==> src/rtl/gmns_pkg.sv <==
// Package for the grid map nearest marked search block.
// Holds grid geometry, derived widths, item kind codes and the shared struct types.
// No dependencies.
package gmns_pkg;

  // Grid geometry.
  localparam int GRID_WIDTH  = 64;
  localparam int GRID_HEIGHT = 32;
  localparam int CELL_COUNT  = GRID_WIDTH * GRID_HEIGHT;

  // Derived widths: cell address, in-grid indexes and walk counters.
  localparam int ADDR_W    = (CELL_COUNT > 1) ? $clog2(CELL_COUNT) : 1;
  localparam int COL_IDX_W = (GRID_WIDTH > 1) ? $clog2(GRID_WIDTH) : 1;
  localparam int ROW_IDX_W = (GRID_HEIGHT > 1) ? $clog2(GRID_HEIGHT) : 1;
  localparam int COL_CNT_W = $clog2(GRID_WIDTH + 1);
  localparam int ROW_CNT_W = $clog2(GRID_HEIGHT + 1);

  // Signed coordinates cover start -/+ offset for 8-bit starts and offsets.
  localparam int COORD_W = 10;
  localparam int CELL_W  = 8;

  localparam logic [7:0] NONE_COORD = 8'd255;

  // Item kind codes.
  localparam logic [2:0] KIND_WRITE   = 3'd0;
  localparam logic [2:0] KIND_READ    = 3'd1;
  localparam logic [2:0] KIND_FILL    = 3'd2;
  localparam logic [2:0] KIND_NEAREST = 3'd3;
  localparam logic [2:0] KIND_RASTER  = 3'd4;

  // Input item.
  typedef struct packed {
    logic [2:0]        kind;
    logic [7:0]        pos_x;
    logic [7:0]        pos_y;
    logic [CELL_W-1:0] cell_value;
  } gmns_in_t;

  // Result item.
  typedef struct packed {
    logic              found;
    logic [7:0]        out_x;
    logic [7:0]        out_y;
    logic [CELL_W-1:0] read_data;
  } gmns_out_t;

  // Control from the sequencer to the nearest-search walk.
  typedef struct packed {
    logic init;
    logic step;
  } walk_ctrl_t;

  // Status from the walk: current candidate and its qualifiers.
  typedef struct packed {
    logic [COORD_W-1:0] col;
    logic [COORD_W-1:0] row;
    logic               row_ok;
    logic               last;
  } walk_stat_t;

endpackage

==> src/rtl/gmns_near_walk.sv <==
// Candidate walk for the nearest search: rows start, start-d, start+d, and
// within each row columns start-e, start+e. Depends on gmns_pkg.
module gmns_near_walk (
  input  logic                clk,
  input  logic                rst_n,
  input  gmns_pkg::walk_ctrl_t ctrl,
  input  logic [7:0]          sx,
  input  logic [7:0]          sy,
  output gmns_pkg::walk_stat_t stat
);
  import gmns_pkg::*;

  localparam logic signed [COORD_W-1:0] W_C = COORD_W'(GRID_WIDTH);
  localparam logic signed [COORD_W-1:0] H_C = COORD_W'(GRID_HEIGHT);

  logic [ROW_CNT_W-1:0] d_r, d_nxt;
  logic [COL_CNT_W-1:0] e_r, e_nxt;
  logic                 rside_r, rside_nxt;
  logic                 cside_r, cside_nxt;

  logic signed [COORD_W-1:0] sx_c, sy_c, d_c, e_c, e_inc_c;
  logic signed [COORD_W-1:0] row_c, col_c, lo_inc, hi_inc;
  logic [COL_CNT_W-1:0]      e_inc;
  logic [ROW_CNT_W-1:0]      d_inc;
  logic                      row_ok, col_wrap, col_end, row_adv, row_wrap, row_end;

  // Current candidate from the offsets and the side flags.
  always_comb begin
    sx_c    = COORD_W'(sx);
    sy_c    = COORD_W'(sy);
    d_c     = COORD_W'(d_r);
    e_c     = COORD_W'(e_r);
    e_inc   = e_r + COL_CNT_W'(1);
    d_inc   = d_r + ROW_CNT_W'(1);
    e_inc_c = COORD_W'(e_inc);
    row_c   = rside_r ? (sy_c + d_c) : (sy_c - d_c);
    col_c   = cside_r ? (sx_c + e_c) : (sx_c - e_c);
    lo_inc  = sx_c - e_inc_c;
    hi_inc  = sx_c + e_inc_c;
    row_ok  = !row_c[COORD_W-1] && (row_c < H_C);
  end

  // A row ends when it is off the grid, the offset runs out or both sides have left the grid.
  always_comb begin
    col_wrap = cside_r || (e_r == '0);
    col_end  = col_wrap && ((e_inc == COL_CNT_W'(GRID_WIDTH)) ||
                            (lo_inc[COORD_W-1] && !(hi_inc < W_C)));
    row_adv  = !row_ok || col_end;
    row_wrap = rside_r || (d_r == '0);
    row_end  = row_wrap && (d_inc == ROW_CNT_W'(GRID_HEIGHT));
  end

  // Advance to the next candidate on each step.
  always_comb begin
    d_nxt     = d_r;
    e_nxt     = e_r;
    rside_nxt = rside_r;
    cside_nxt = cside_r;
    if (ctrl.init) begin
      d_nxt     = '0;
      e_nxt     = '0;
      rside_nxt = 1'b0;
      cside_nxt = 1'b0;
    end else if (ctrl.step) begin
      if (row_adv) begin
        e_nxt     = '0;
        cside_nxt = 1'b0;
        if (row_wrap) begin
          d_nxt     = d_inc;
          rside_nxt = 1'b0;
        end else begin
          rside_nxt = 1'b1;
        end
      end else if (col_wrap) begin
        e_nxt     = e_inc;
        cside_nxt = 1'b0;
      end else begin
        cside_nxt = 1'b1;
      end
    end
  end

  always_ff @(posedge clk) begin
    if (!rst_n) begin
      d_r     <= '0;
      e_r     <= '0;
      rside_r <= 1'b0;
      cside_r <= 1'b0;
    end else begin
      d_r     <= d_nxt;
      e_r     <= e_nxt;
      rside_r <= rside_nxt;
      cside_r <= cside_nxt;
    end
  end

  assign stat.col    = col_c;
  assign stat.row    = row_c;
  assign stat.row_ok = row_ok;
  assign stat.last   = row_adv && row_end;

endmodule

==> config.mk <==
export PLATFORM = sky130hd
export DESIGN_NAME = gmns_near_walk
export DESIGN_NICKNAME = d
export VERILOG_FILES = /design/src/rtl/gmns_pkg.sv /design/src/rtl/gmns_near_walk.sv
export SDC_FILE = /design/constraint.sdc
export NUM_CORES = 1
export LEC_CHECK = 0
export ABC_CLOCK_PERIOD_IN_PS = 3800
export BUFFER_PORTS_ARGS = -buffer_cell sky130_fd_sc_hd__clkbuf_2
export CAP_MARGIN = 20
export CORE_MARGIN = 4
export CORE_UTILIZATION = 40
export CTS_CLUSTER_SIZE = 12
export DETAILED_ROUTE_END_ITERATION = 8
export PLACE_DENSITY_LB_ADDON = 0.1
export REMOVE_ABC_BUFFERS = 1
export SLEW_MARGIN = 10
export SYNTH_ARGS = -nofsm -noshare
export SYNTH_HDL_FRONTEND = slang
export SYNTH_SLANG_ARGS = --single-unit
==> constraint.sdc <==
create_clock -name clk -period 3.8 [get_ports clk]
set_input_delay 0.19 -clock clk [delete_from_list [all_inputs] [get_ports clk]]
set_output_delay 0.19 -clock clk [all_outputs]
set_load 0.05 [all_outputs]
* Word-level counts from Yosys, hierarchy flattened
Index checks and enable logic that the tools add are counted.
** Storage, ports and cells
- Input port bits :: 20
- Logic and storage cells :: 43
- Output and inout bits :: 22
- Register bits :: 15
** Operators by class
- Magnitude comparators :: 2
- Bitwise gates (word level) :: 1
- Equal/unequal tests :: 2
- Add/subtract/negate cells :: 8
- Multiplexer cells :: 7
- Reduce and logical (&&, ||, !) cells :: 19
** Operator list (number)
- 2-to-1 mux 10 bit :: 2
- adder 8 x 7 -> 9 bit :: 2
- subtractor 8 x 7 -> 9 bit :: 2
- 2-to-1 mux 7 bit :: 2
- < comparator 10 x 7 -> 1 bit (second input constant) :: 1
- adder 8 x 6 -> 9 bit :: 1
- < comparator 9 x 7 -> 1 bit (second input constant) :: 1
- subtractor 8 x 6 -> 9 bit :: 1
- adder 7 x 1 -> 7 bit (second input constant) :: 1
- equality test 7 bit (second input constant) :: 1
- logical NOT 7 bit :: 1
- adder 6 x 1 -> 6 bit (second input constant) :: 1
- equality test 6 bit (second input constant) :: 1
- logical NOT 6 bit :: 1
- logical AND 1 bit :: 5
- logical OR 1 bit :: 4
- AND reduction 2 bit :: 2
- logical NOT 1 bit :: 3
- 2-to-1 mux 1 bit :: 3
- AND reduction 3 bit :: 1
- nonzero test 2 bit :: 1
- OR reduction 2 bit :: 1
- NOT 1 bit :: 1

* Longest topological paths before layout
- Depth in word-level cells :: 10
- Depth in mapped cells :: 14
- Mapped depth without buffers :: 14

* Worst setup path after synthesis
No wires, ideal clock.
- Kind :: register to output
- Start :: reg e_r[2]
- End :: out stat[20] in the netlist's numbering
- Stages on the path, launching flop included :: 10
- Data required time :: 3610 ps
- Path slack :: -1048 ps
- Arrival :: 4658 ps
- Path buffers :: 1
- Path through :: dfxtp_1 -> clkbuf_1 -> inv_1 -> ha_1 -> a21oi_1 -> o21bai_1 -> a21o_1 -> a21o_1 -> a2111oi_0 -> a31o_2
** RTL lines
- start, declared :: line gmns_near_walk.sv:17 : logic [COL_CNT_W-1:0] e_r, e_nxt;
- start signal, assigned :: line gmns_near_walk.sv:91 : e_r <= e_nxt;
- end, declared :: line gmns_near_walk.sv:9 : output gmns_pkg::walk_stat_t stat

==> results <==
- In the layout the commonest cells are sky130_fd_sc_hd__ha_1 (48), sky130_fd_sc_hd__clkbuf_2 (41), sky130_fd_sc_hd__inv_1 (38).
- The number of sinks on the clock net is 15.
- For the worst setup path, the data arrival time is around 3300 ps.
- The worst setup path is captured at a primary output.
- After clock tree synthesis, the clock-pin slew on the worst setup and hold paths is roughly 60 ps.
- After detailed placement, the total cell area comes to roughly 2800 um2.
- The met2 track demand over resource is 23.4%.
- Counting the buffers created by CTS gives 3.
- For this design, the CTS-stage hold fixing added 0 buffers.
- The number of register bits inferred by synthesis is 15.
- In this run the clock root is driven by a sky130_fd_sc_hd__clkbuf_8.
- The detail-routed net length per standard cell is 13.0 um.
- The first global-routing pass estimated 9710 um of wire.
- The worst reg2reg path startpoint is e_r[1].
- Data on the critical path is required at its endpoint by 3610 ps.
- Registers take between 300 and 400 um2.
- The HPWL after detailed placement is 4760 um.
- The count of final max-slew check failures is 0.
- In this run, synthesis inferred 0 flip-flops with an integrated enable.
- The fraction of synthesis flops using an asynchronous set or reset pin is 0%.
- The first detailed-routing pass took 4 iterations.
- The number of cell rows is 28.
- In this run the most used layer during global routing was met1.
- Setup repair after global routing left no endpoint under its margin.
- Compared with the post-synthesis result, the final layout area differs by 14.0%.
- The worst setup path is of the reg2out kind.
- For this run, the slowest stage of the critical path takes around 450 ps.
- TritonCTS built the clock tree.
- The synthesized instance count is 323.
- The worst hold path depth is 2.
- The critical path launch point is d_r[2].
- In the routed layout, each cell is associated on average with a via count of 5.23.
- For this run, the register share of the synthesized area comes to between 10% and 20%.
- The aggregate routed wire length is 5710 um.
- The post-layout net count is roughly 440.
- On the final layout, the worst clock skew is 0.890 ps.
- The effective utilization at floorplan is 41.6%.
- Among all flip-flop cells after synthesis, the most frequent one is sky130_fd_sc_hd__dfxtp_1.
- The critical path goes through inv_1 > ha_1 > nor2_1 > a211oi_1 > nor2_1 > o31a_1 > o21bai_1 > nor3_4 > nor3_1 > clkbuf_2.
- The remaining number of nets flagged by the antenna check after routing is 0.
- The library cell with the largest summed area after synthesis is sky130_fd_sc_hd__ha_1.
- In the final layout, the multi-input gates occupy 2010 um2.
- The most prevalent standard cell on the critical path is sky130_fd_sc_hd__nor2_1.
- The number of cells on the worst reg-to-reg path is 14.
- Final hold analysis gives a worst-case slack of 246 ps.
- In this run the static leakage power is 1.29 nW.
- The clock tree buffer depth is 2.
- The remaining global-route overflow is 0.
- The fill cell instance count of the final layout is 634.
- The leading cell type in the layout, fill and taps excluded is sky130_fd_sc_hd__ha_1.
- For the pin with the worst max-slew slack, the measured transition is 627 ps.
- The finished cells cover 2830 um2.
- The via count of the first global-routing pass is 2074.
- After layout, the minimum clock period comes to 3480 ps.
- After detailed routing, the number of remaining DRC violations is 0.
- The number of diodes added for antenna fixing is 0.
- Detailed routing inserted a total of around 2300 vias.
- The slowest stage of the critical path is the sky130_fd_sc_hd__o21bai_1 cell.
- The depth of the CTS H-tree is 1.
- After synthesis, the mean cell area works out to 7.67 um2.
- The type of origin of the critical path is a flop.
- Ranked by total cell area, the synthesized netlist is headed by sky130_fd_sc_hd__ha_1 (25%), sky130_fd_sc_hd__dfxtp_1 (12%), sky130_fd_sc_hd__inv_1 (5.8%).
- The standard cell core area is approximately 6000 um2.
- The fmax is roughly 290 MHz.
- The floorplan step set the die width to 86.7 um.
- During synthesis, Yosys emitted a total of 0 warnings.
- For this run, the total global-route usage over all layers was measured as 15.6%.
- The global routing met1 resource utilization is between 20% and 30%.
- The number of DRC markers after the initial detailed-route iteration is 96.
- The met3 demand-to-capacity share in global routing is 2.95%.
- Along the worst path, the maximum fanout reaches 7.
- During placement, the flow inserted port buffers numbering 41.
- The relative slew slack is 58.2%.
- The floorplan die area is 7520 um2.
- The post-route netlist has 16.2% of its cells at a drive strength greater than 1.
- Power spread over the standard cell area amounts to 187 nW/um2.
- Max-cap violations in this run came to 0.
- Entering global routing, the biggest net connects 23 pins.
- Setup violations remaining at the end of the flow were counted as 0.
- The hold violation total from the final report is 0.
- The flow ran to the end, and the final reports show no timing, DRC or antenna violations.
- Routability-driven placement finished with a final weighted congestion of 0.880.
- VDD sags by at most 0.109 mV.
- The initial antenna violation count is 0.
- The origin of the worst min-delay path is ctrl[0].
- The die is 86.7 um tall.
- The synthesized cell area is roughly 2500 um2.
- In this run, distinct cell masters in the synthesized netlist total 53.
- The min-delay analysis places its worst path in the category in2reg.
- The non-filler instance count after layout is ~440.
- The share of synthesized area in the top cell type comes to between 20% and 30%.
- The period utilization is about nine tenths.
- The total placed cells including tap cells is 435.
- The clock reaches the later pin of the worst-skew pair after 250 ps.
- The I/O pin count is 42.
## worst max-delay path: cells and delay by family (launching register included)
kind	cells	cell delay, ps
compound gates	3	1100
fa+ha+maj	1	420
buf+inv	2	450
flops	1	440
simple gates	4	610
## Yosys cell counts (all sizes together) (5+ instances only)
| cell type | n |
|---|---|
| nor2 | 31 |
| ha | 49 |
| nand2b | 6 |
| inv | 38 |
| dfxtp | 15 |
| nor4 | 6 |
| nor3 | 10 |
| nand2 | 20 |
| xnor2 | 16 |
| o21ai | 22 |
| clkbuf | 5 |
| a21o | 7 |
| a21oi | 19 |
| o21bai | 10 |
| nand3 | 8 |
## layer usage
metal	share of wire, %	wire length [um]
met5	0	0
met4	0	0
met3	5.7	328
met2	40	2290
met1	54	3090
## path summary, 6_finish.rpt
path,to,slack [ps]
min reg2reg,e_r[1],520
max,stat[0],320
min,cside_r,250
max reg2reg,d_r[1],650
## power breakdown
| group | internal, W | leakage, nW | switching (W) |
|---|---|---|---|
| clock network | 0.0000727 | 0.0255 | 0.0000589 |
| registers | 0.000159 | 0.122 | 0.00000322 |
| logic | 0.0000713 | 1.15 | 0.000164 |
| total | 0.000303 | 1.29 | 0.000226 |
## final cells by class
type	count	share of cell area [%]
tap	75	3.32
multi-input combinational	263	71.3
clock inverter	1	0.177
timing repair buffer	44	8.06
sequential	15	10.7
clock buffer	3	1.46
inverter	38	5.05
## stage by stage
stage          TNS, ps  power [W]  utilization, %  setup slack [ps]
6_report             0   0.000529            47.4               323
5_1_grt              0   0.000563            47.4              16.1
4_1_cts              0   0.000533            47.3               117
3_5_place_dp         0   0.000400            46.5               402
3_3_place_gp         0   0.000399            46.5               441
2_1_floorplan    -1330   0.000341               -              -933
## repair_timing
| action | CTS | global route |
|---|---|---|
| endpoints found under the hold margin | 0 | 0 |
| buffers inserted | 0 | 0 |
| gates resized for setup | 0 | 3 |
| setup endpoints to repair | 0 | 7 |
## flip-flops by register name (all words and copies together), names as in the netlist
name     cells
d_r          6
cside_r      1
e_r          7
rside_r      1
## cell families (layout without fill, tap and decap cells)
family	Yosys count	in the layout	synth area share, %
AOI/OAI and AO/OA	86	86	24.4
xor gates and xnor gates	17	17	6.01
adders and majority gates	53	53	28.0
buffers and inverters	45	86	6.97
DFF	15	15	12.1
muxes	4	4	1.62
and+or+nand+nor	103	103	20.9
No activity file was read; power rests on OpenSTA's default activity.
