`src/rtl/gmns_ram.sv`:
```
// Generic single-port RAM with registered read data.
// Width and depth are parameters; no other dependencies.
module gmns_ram #(
  parameter int WIDTH = 8,
  parameter int DEPTH = 16,
  localparam int AW   = (DEPTH > 1) ? $clog2(DEPTH) : 1
) (
  input  logic             clk,
  input  logic             we,
  input  logic [AW-1:0]    addr,
  input  logic [WIDTH-1:0] wdata,
  output logic [WIDTH-1:0] rdata
);

  logic [WIDTH-1:0] mem [DEPTH];
  logic [WIDTH-1:0] rdata_r;

  // Write port and registered read of the same address.
  always_ff @(posedge clk) begin
    if (we) begin
      mem[addr] <= wdata;
    end
    rdata_r <= mem[addr];
  end

  assign rdata = rdata_r;

endmodule

```
`config.mk`:
```
export PLATFORM = sky130hd
export DESIGN_NAME = gmns_ram
export DESIGN_NICKNAME = d
export VERILOG_FILES = /design/src/rtl/gmns_ram.sv
export SDC_FILE = /design/constraint.sdc
export NUM_CORES = 1
export LEC_CHECK = 0
export BUFFER_PORTS_ARGS = -buffer_cell sky130_fd_sc_hd__buf_2
export CORE_MARGIN = 2
export CORE_UTILIZATION = 60
export DETAILED_ROUTE_END_ITERATION = 8
export HOLD_SLACK_MARGIN = 0.02
export PLACE_DENSITY = 0.75
export SETUP_SLACK_MARGIN = 0.05
export SYNTH_ARGS = -nofsm -noshare
export SYNTH_HDL_FRONTEND = slang
export SYNTH_SLANG_ARGS = --single-unit
```
`constraint.sdc`:
```
create_clock -name clk -period 2.28 [get_ports clk]
set_input_delay 0.228 -clock clk [delete_from_list [all_inputs] [get_ports clk]]
set_output_delay 0.228 -clock clk [all_outputs]
set_load 0.01 [all_outputs]
```
Word-level counts from Yosys, hierarchy flattened
Memories as Yosys holds them, arrays and structs flattened. A register that Yosys moved wholly into a read port is not among the register bits. Index checks and enable logic that the tools add are counted.

Mux-type cells: 2.

Operators by type and width (number): 1-bit two-way mux (2).

Memories kept: 1. Input bits: 14. Word-level logic and storage cells: 3. Memory bits (writable): 128. Output and inout bits: 8. Register bits after elaboration: 0.

Memories: mem (words 16, width 8, rd ports 1, clocked after memory_dff 1, wr ports 1, RTL line 15) `logic [WIDTH-1:0] mem [DEPTH];`.

Depth between registers and ports, before layout
Gate-level depths: netlist of run 1.

Word-level depth: 2. Depth in mapped cells: 5. Depth with buffers taken out: 3.

Least setup slack after synthesis of run 1
Ideal clock, no wire load.

Kind: in2reg. Start: input addr[2]. End: memory mem[0][0] (enable). Data required time: 1.897 ns. Arrival: 1.338 ns. Setup time: 0.383 ns. Buffers on the path: 0. Path slack: 0.559 ns. Stages on the path: 2. Cells stage by stage: or3b_2 > nor3_1.

RTL lines: from (decl) (RTL line 10) `input logic [AW-1:0] addr,`; to (decl) (RTL line 15).

Straight into the memory's write port.

==> impl_metrics.ini, run 1 <==
[grt]
antenna_found_initial = 0
grt_max_degree = 39
grt_pass1_vias = 2492
grt_first_pass_wirelength_um = 14200
grt_usage_pct = 22.3
grt_overflow = 0

[flow_run]
cap_violations = 0

[cts]
clk_path_buf_depth = 2
root_buffer = clkbuf_8
clk_latency_ps = 510
post-cts-setup-buffer-count = 0
clk_pin_slew_ps = 60
clock_sinks = 136
htree_levels = 4
tritoncts = built
postCtsHoldBufs = 0
cts_resized = 0
cts_buffers = 17

[yosys]
syn_nets = 244
synth_top_area_cell = edfxtp_1
ys_seq_elements = 136
synth_top_cell_area_share_pct = 75.9
synth_cell_type_count = 18
synth_area_leaders = edfxtp_1, mux4_2, dfxtp_1
synth-seq-area-share_pct = 79.0
syn_area_per_cell_um2 = 22.0
netlist_area_um2 = 5070
synthCells = 230
yosysWarnings = 0

[setup_path]
crit_required_ps = 2680
critPathSlowestCell = mux4_2
crit_start = mem[3][2]
crit_arrival_ps = 1730
path_cells = mux4_2 -> a22oi_1 -> nand2_1
criticalPathCategory = reg -> reg
r2r-start = mem[3][2]
crit_path_start_kind = flop
worst_path_largest_cell_delay_ps = 480
cp_max_fo = 1
endpoint_kind = flop
worstRegToRegCells = 3

[sta]
maxSlewHeadroom_pct = 53.7
hold_slack_ps = 89.9
clock.fmax_ghz = 0.751
timing.setup.tns_ps = 0
tightest_slew_ps = 692
clock_skew_ps = 6.31
fin_crit_ps = 1330
fin_crit_sh_pct = 58.4
setup-violations-final = 0
hold_viol = 0
maxSlewViolCount = 0
rsz0062_at_grt = no
worst_slack_ps = 949

[final_layout]
final_cell_count_no_fill = 396
syn2layout_area_growth_pct = 19.1
multi_input_area_um2 = 1000
antennaDiodeCount = 0
drive_gt1_share_pct = 36.1
utilization_pct = 73.5
seq_area_um2 = 4000
final_nets = 292
nFillCells = 441

[hold_path]
hp-start = wdata[0]
holdCritPathClass = in -> reg
hold_depth = 1

[drt]
drt_iter0_markers = 306
drt-wirelength-per-cell_um = 22.2
drc_errors = 0
dr.pass1.iters = 4
wl_um = 8780
antenna_left = 0
num_vias = 2352
vias_per_cell = 5.94

[floorplanning]
die_h_um = 95.9
start_util_pct = 61.7
die_w_um = 95.9
core_um2 = 8220
rows = 33
dieArea_um2 = 9200
io_pins = 22

[pwr]
power.density_nw_per_um2 = 975
vdd_drop_max_v = 0.000551
power.leakage_uw = 0.00202

[placed_design]
portBuffers = 21
hpwl_um = 5540
dp_cells = 364
place_ws_ps = 430
gp_congestion = 0.760

[outcome]
status = finished, final reports clean
[logic make-up after synthesis]
kind of cell | synth area share (%)
flip-flops | 79.0
AND/OR/NAND/NOR | 3.21
AO/OA/AOI/OAI | 2.37
buffers and inverters | 1.19
multiplexers | 14.2
[state kept, by name, indices dropped and copies added, names as in the netlist]
name,flops
rdata,8
mem,128
[cells in the mapped netlist]
cell	count
a22oi_1	16
and2_1	1
buf_1	4
buf_2	2
buf_6	2
clkbuf_1	2
clkbuf_2	1
dfxtp_1	8
edfxtp_1	128
mux4_2	32
nand2_1	9
nand2b_1	2
nand3_1	1
nand3b_1	2
nor2_1	13
nor2b_1	2
nor3_1	4
or3b_2	1
[per-stage QoR]
| step | total power (uW) | cell area, um2 |
|---|---|---|
| global route | 6080 | 6040 |
| global placement | 3110 | 5410 |
| detailed placement | 3120 | 5410 |
| CTS | 5930 | 6040 |
| floorplan | 3010 | 5070 |
| finish | 5890 | 6040 |
[layout by cell type (no fill, tap or decap), types with 5 or more instances in the layout]
master      instances
buf_4              17
dfxtp_1             8
nor2_1             13
clkinvlp_4          5
nand2_1             9
a22oi_1            16
mux4_2             32
edfxtp_1          128
clkbuf_16          16
buf_2              21
[path summary, 6_finish.rpt]
kind,endpoint,slack [ps]
max,rdata[2],950
min,mem[10][0],90
max reg2reg,rdata[2],950
min reg2reg,rdata[7],670
[per-layer routing]
| metal | track usage (%) | share of wire [%] |
|---|---|---|
| met2 | 34.8 | 52 |
| met1 | 29.8 | 41 |
| met5 | 0 | 0 |
| met3 | 7.20 | 5.6 |
| met4 | 8.33 | 1.2 |
[final cells by class]
type | instances | share of cell area [%]
clock buffer | 18 | 7.09
clock inverter | 14 | 3.27
multi-input combinational | 83 | 16.6
sequential | 136 | 66.3
tap | 105 | 2.18
timing repair buffer | 40 | 4.52
[worst max-delay path: cells and delay by family, from the launching register on]
family           cells  cell delay [ps]
multiplexers         1              480
AO/OA/AOI/OAI        1              270
flip-flops           1              370
AND/OR/NAND/NOR      1              100
[report_power, final]
group          switching [uW]  total, uW  leakage (uW)  internal, uW
Combinational             146        259      0.000503           113
Clock                    1000       2820      0.000290          1810
Sequential               16.2       2810       0.00122          2800
No activity file was read; power rests on OpenSTA's default activity.
==> inputs of run 2 (changes only) <==
CORE_UTILIZATION = 54   (was 60)
PLACE_DENSITY = 0.71   (was 0.75)
clock period = 1.05 ns   (was 2.28 ns; I/O delays follow)
==> run 2 against run 1 <==
  * The run now ends with negative setup slack left
  * Flip-flop and latch count unchanged
  * Sequential share of layout area down 7.4 points
  * Combinational power increased to 3.2 times the previous value
  * Final cell count rose by 15%
  * Core utilization grew 0.85 points
  * Wire length up 19%
  * Sequential power is 120% higher
  * Worst setup slack got worse by 1200 ps
  * Count of clock-buffer cells in the layout up 3
  * First-iteration DRC count down 50%
  * Clock skew rose by 0.98 ps
  * Clock power grew 98%
==> impl_metrics.ini, run 2 (synthesis results as in run 1) <==
[sta]
hold_slack_ps = 210
fin_crit_sh_pct = 122
tightest_slew_ps = 829
fin_crit_ps = 1280
maxSlewHeadroom_pct = 44.6
setup-violations-final = 14
clock_skew_ps = 7.28
hold_viol = 0
worst_slack_ps = -228
clock.fmax_ghz = 0.783
rsz0062_at_grt = yes
maxSlewViolCount = 0

[setup_path]
crit_path_start_kind = flop
crit_arrival_ps = 1680
criticalPathCategory = reg -> reg
r2r-start = mem[9][5]
worstRegToRegCells = 3
crit_required_ps = 1450
r2r-end = rdata[5]
ff2ff_setup_slack_ps = -230
cp_max_fo = 1
endpoint_kind = flop

[placed_design]
dp_cells = 414
gp_congestion = 0.784
portBuffers = 21
hpwl_um = 7040

[grt]
grt_first_pass_wirelength_um = 15700
antenna_found_initial = 0
grt_max_degree = 17
grt_overflow = 0
grt_pass1_vias = 2658
grt_usage_pct = 22.8

[outcome]
violations = negative setup slack
status = finished, violations left

[final_layout]
multi_input_area_um2 = 1210
largest-register = mem
final_cell_count_no_fill = 454
drive_gt1_share_pct = 52.5
final_nets = 344
largest_reg_flops = 128
seq_area_um2 = 4010
mostFrequentLayoutCells = edfxtp_1, buf_4, mux4_2
antennaDiodeCount = 0
nFillCells = 507
syn2layout_area_growth_pct = 34.2
final_common_cell = edfxtp_1

[drt]
dr.pass1.iters = 4
drt-wirelength-per-cell_um = 23.1
drc_errors = 0
vias_per_cell = 5.72
drt_iter0_markers = 153
num_vias = 2597
wl_um = 10500
antenna_left = 0

[cts]
clk_path_buf_depth = 2
cts_buffers = 17
clock_sinks = 136
post-cts-setup-buffer-count = 0
clk_pin_slew_ps = 60
root_buffer = clkbuf_8
htree_levels = 4
tritoncts = built
clk_latency_ps = 520

[hold_path]
hold_depth = 5
hp-start = addr[1]
min_to = rdata[5]
holdCritPathClass = in -> reg

[floorplanning]
dieArea_um2 = 10200
start_util_pct = 55.4
io_pins = 22
die_w_um = 101
die_h_um = 101
core_um2 = 9150
rows = 35

[pwr]
vdd_drop_max_v = 0.00121
power.density_nw_per_um2 = 1840
power.leakage_uw = 0.00235

[flow_run]
cap_violations = 0
-- run 2: repair_timing --
action                                 CTS  global route
gates resized for setup                 16             4
hold buffers                             8             0
pin swaps                                8             1
endpoints found under the hold margin  128             0
setup endpoints to repair               16            16
-- run 2: layout make-up --
class / instances / area share [%]
sequential: 136 / 59.0
multi-input combinational: 83 / 17.8
timing repair buffer: 92 / 12.8
clock buffer: 21 / 6.60
tap: 111 / 2.04
clock inverter: 11 / 1.82
-- run 2: metrics by stage --
stage / setup TNS, ps / area, um2 / power, uW / setup WS (ps) / utilization (%)
final: -1670 / 6800 / 12500 / -228 / 74.3
after global routing: -2300 / 6800 / 12900 / -270 / 74.3
after floorplan: -4730 / 5290 / 6620 / -189 / -
after CTS: -1970 / 6790 / 12600 / -250 / 74.1
after global placement: -45280 / 6060 / 6980 / -513 / 66.3
after detailed placement: -45110 / 6060 / 7000 / -507 / 66.3
-- run 2: layer usage --
metal | GRT usage [%] | part of all wire [%]
met5 | 0 | 0
met4 | 9.17 | 1.9
met3 | 6.03 | 5.3
met2 | 35.6 | 51
met1 | 31.1 | 42
-- run 2: worst max path at each step --
stage | slack, ps | endpoint | start | depth (start not counted)
floorplan | -190 | mem[0][0] | addr[2] | 2
global placement | -510 | rdata[5] | addr[0] | 5
detailed placement | -510 | rdata[5] | addr[0] | 6
CTS | -250 | rdata[2] | mem[11][2] | 3
global route | -270 | rdata[5] | mem[3][5] | 3
finish | -230 | rdata[5] | mem[9][5] | 3
-- run 2: power by group --
group          switching (uW)  internal [uW]
registers                48.2           6080
logic                     415            424
clock network            2080           3500
-- run 2: worst max-delay path, cell delays in order, from the launching register on --
cell and delay, ps:
edfxtp_1 390, mux4_2 490, a22oi_2 220, nand2_1 70
==> inputs of run 3 (changes only) <==
CORE_UTILIZATION = 57   (was 54)
CTS_BUF_LIST = sky130_fd_sc_hd__clkbuf_8   (was unset)
PLACE_DENSITY = 0.75   (was 0.71)
==> run 3 against run 2 <==
  * The flow still finishes with violations (negative setup slack)
  * Combinational power is 10% lower
  * Die area fell by 5.1%
  * Non-clock buffer count down 25
  * Total power decreased by 13%
  * Final cell count fell by 6.2%
  * Global-route usage down 1.8 points
  * Worst setup slack got worse by 17 ps
  * Via count down 3.9%
  * Largest power group unchanged
  * Flip-flop and latch count unchanged
  * Count of clock-buffer cells in the layout down 4
  * Sequential share of layout area rose by 4.4 points
==> impl_metrics.ini, run 3 (synthesis results as in run 1) <==
[setup_path]
cp_num_buf_inv = 0
worst_path_largest_cell_delay_ps = 480
r2r-start = mem[3][6]
r2r-end = rdata[6]
crit_path_start_kind = flop
critPathSlowestCell = mux4_2
crit_arrival_ps = 1590
cp_top_family = multiplexers
endpoint_kind = flop
ff2ff_setup_slack_ps = -240
cp_max_fo = 1
path_cells = mux4_2 -> a22oi_2 -> nand2_1
criticalPathCategory = reg -> reg
crit_required_ps = 1340
worstRegToRegCells = 3

[placed_design]
portBuffers = 21
place_ws_ps = -533
postPlaceCellArea_um2 = 5870
gp_congestion = 0.744
hpwl_um = 6410
dp_cells = 394

[cts]
root_buffer = clkbuf_8
clock_sinks = 136
clk_path_buf_depth = 2
postCtsHoldBufs = 0
htree_levels = 4
tritoncts = built
clk_latency_ps = 420
cts_buffers = 17
clk_pin_slew_ps = 80

[final_layout]
mostFrequentLayoutCells = edfxtp_1, buf_4, mux4_2
syn2layout_area_growth_pct = 24.7
largest_reg_flops = 128
final_cell_count_no_fill = 426
final_nets = 319
drive_gt1_share_pct = 50.6
final_common_cell = edfxtp_1
largest-register = mem
antennaDiodeCount = 0
design_area_um2 = 6320

[grt]
grt_pass1_vias = 2657
grt_max_degree = 22
grt_usage_pct = 21.0
antenna_found_initial = 0
grt_first_pass_wirelength_um = 14500
grt_overflow = 0

[sta]
fin_crit_sh_pct = 123
fin_crit_ps = 1290
clock.fmax_ghz = 0.772
worst_slack_ps = -245
maxSlewHeadroom_pct = 42.8
tightest_slew_ps = 856
clock_skew_ps = 10.1
hold_viol = 0
rsz0062_at_grt = yes
maxSlewViolCount = 0
setup-violations-final = 8

[drt]
drt-wirelength-per-cell_um = 21.9
antenna_left = 0
dr.pass1.iters = 4
num_vias = 2497
vias_per_cell = 5.86
drt_iter0_markers = 154
drc_errors = 0
wl_um = 9330

[floorplanning]
die_w_um = 98.3
core_um2 = 8680
die_h_um = 98.3
dieArea_um2 = 9660
io_pins = 22
rows = 34
start_util_pct = 58.4

[pwr]
power.density_nw_per_um2 = 1730
vdd_drop_max_v = 0.00104
power.leakage_uw = 0.00213

[hold_path]
hp-start = wdata[5]
holdCritPathClass = in -> reg
min_to = mem[14][5]
hold_depth = 1

[outcome]
violations = negative setup slack
status = finished, violations left

[flow_run]
cap_violations = 0
[run 3: worst max path at each step]
stage	start	to	slack (ps)	cells after the start
3_5_place_dp	addr[0]	rdata[0]	-530	6
3_3_place_gp	addr[0]	rdata[3]	-520	6
4_1_cts	mem[3][6]	rdata[6]	-250	3
6_report	mem[3][6]	rdata[6]	-240	3
2_1_floorplan	addr[2]	mem[0][0]	-190	2
5_1_grt	mem[11][3]	rdata[3]	-290	3
[run 3: area by class of cell]
type                    count  area (um2)
clock buffers              17         234
clock inverters            15         154
fillers                   499        2360
multi-input cells          83        1210
flip-flops and latches    136        4010
well taps                 108         135
repair buffers             67         582
[run 3: layer usage]
metal	share of wire, %	global-route usage (%)
met5	0	0
met4	2.2	9.59
met3	5.4	4.94
met2	52	33.9
met1	41	27.7
[run 3: worst reg2reg max path, cell delays in order, from the launching register on]
cell and delay (ps):
edfxtp_1 370, mux4_2 480, a22oi_2 210, nand2_1 110
[run 3: stage by stage]
stage / util, % / TNS, ps / power, uW / hold WS (ps)
after floorplan: - / -4730 / 6620 / 204
after global placement: 67.6 / -39440 / 6920 / 496
after detailed placement: 67.6 / -39760 / 6940 / 498
after CTS: 72.6 / -1730 / 11000 / 47.4
after global routing: 72.8 / -1980 / 11300 / 65.8
final: 72.8 / -1670 / 10900 / 71.8
[run 3: timing repair]
item / 4_1_cts / 5_1_grt
buffers inserted: 0 / 0
pin swaps: 9 / 1
hold endpoints to repair: 0 / 0
endpoints found under the setup margin: 10 / 21
gates resized for setup: 10 / 4
[run 3: power by group]
part | switching [uW] | internal [uW]
Combinational | 396 | 357
Clock | 1950 | 2120
Sequential | 37.7 | 6060
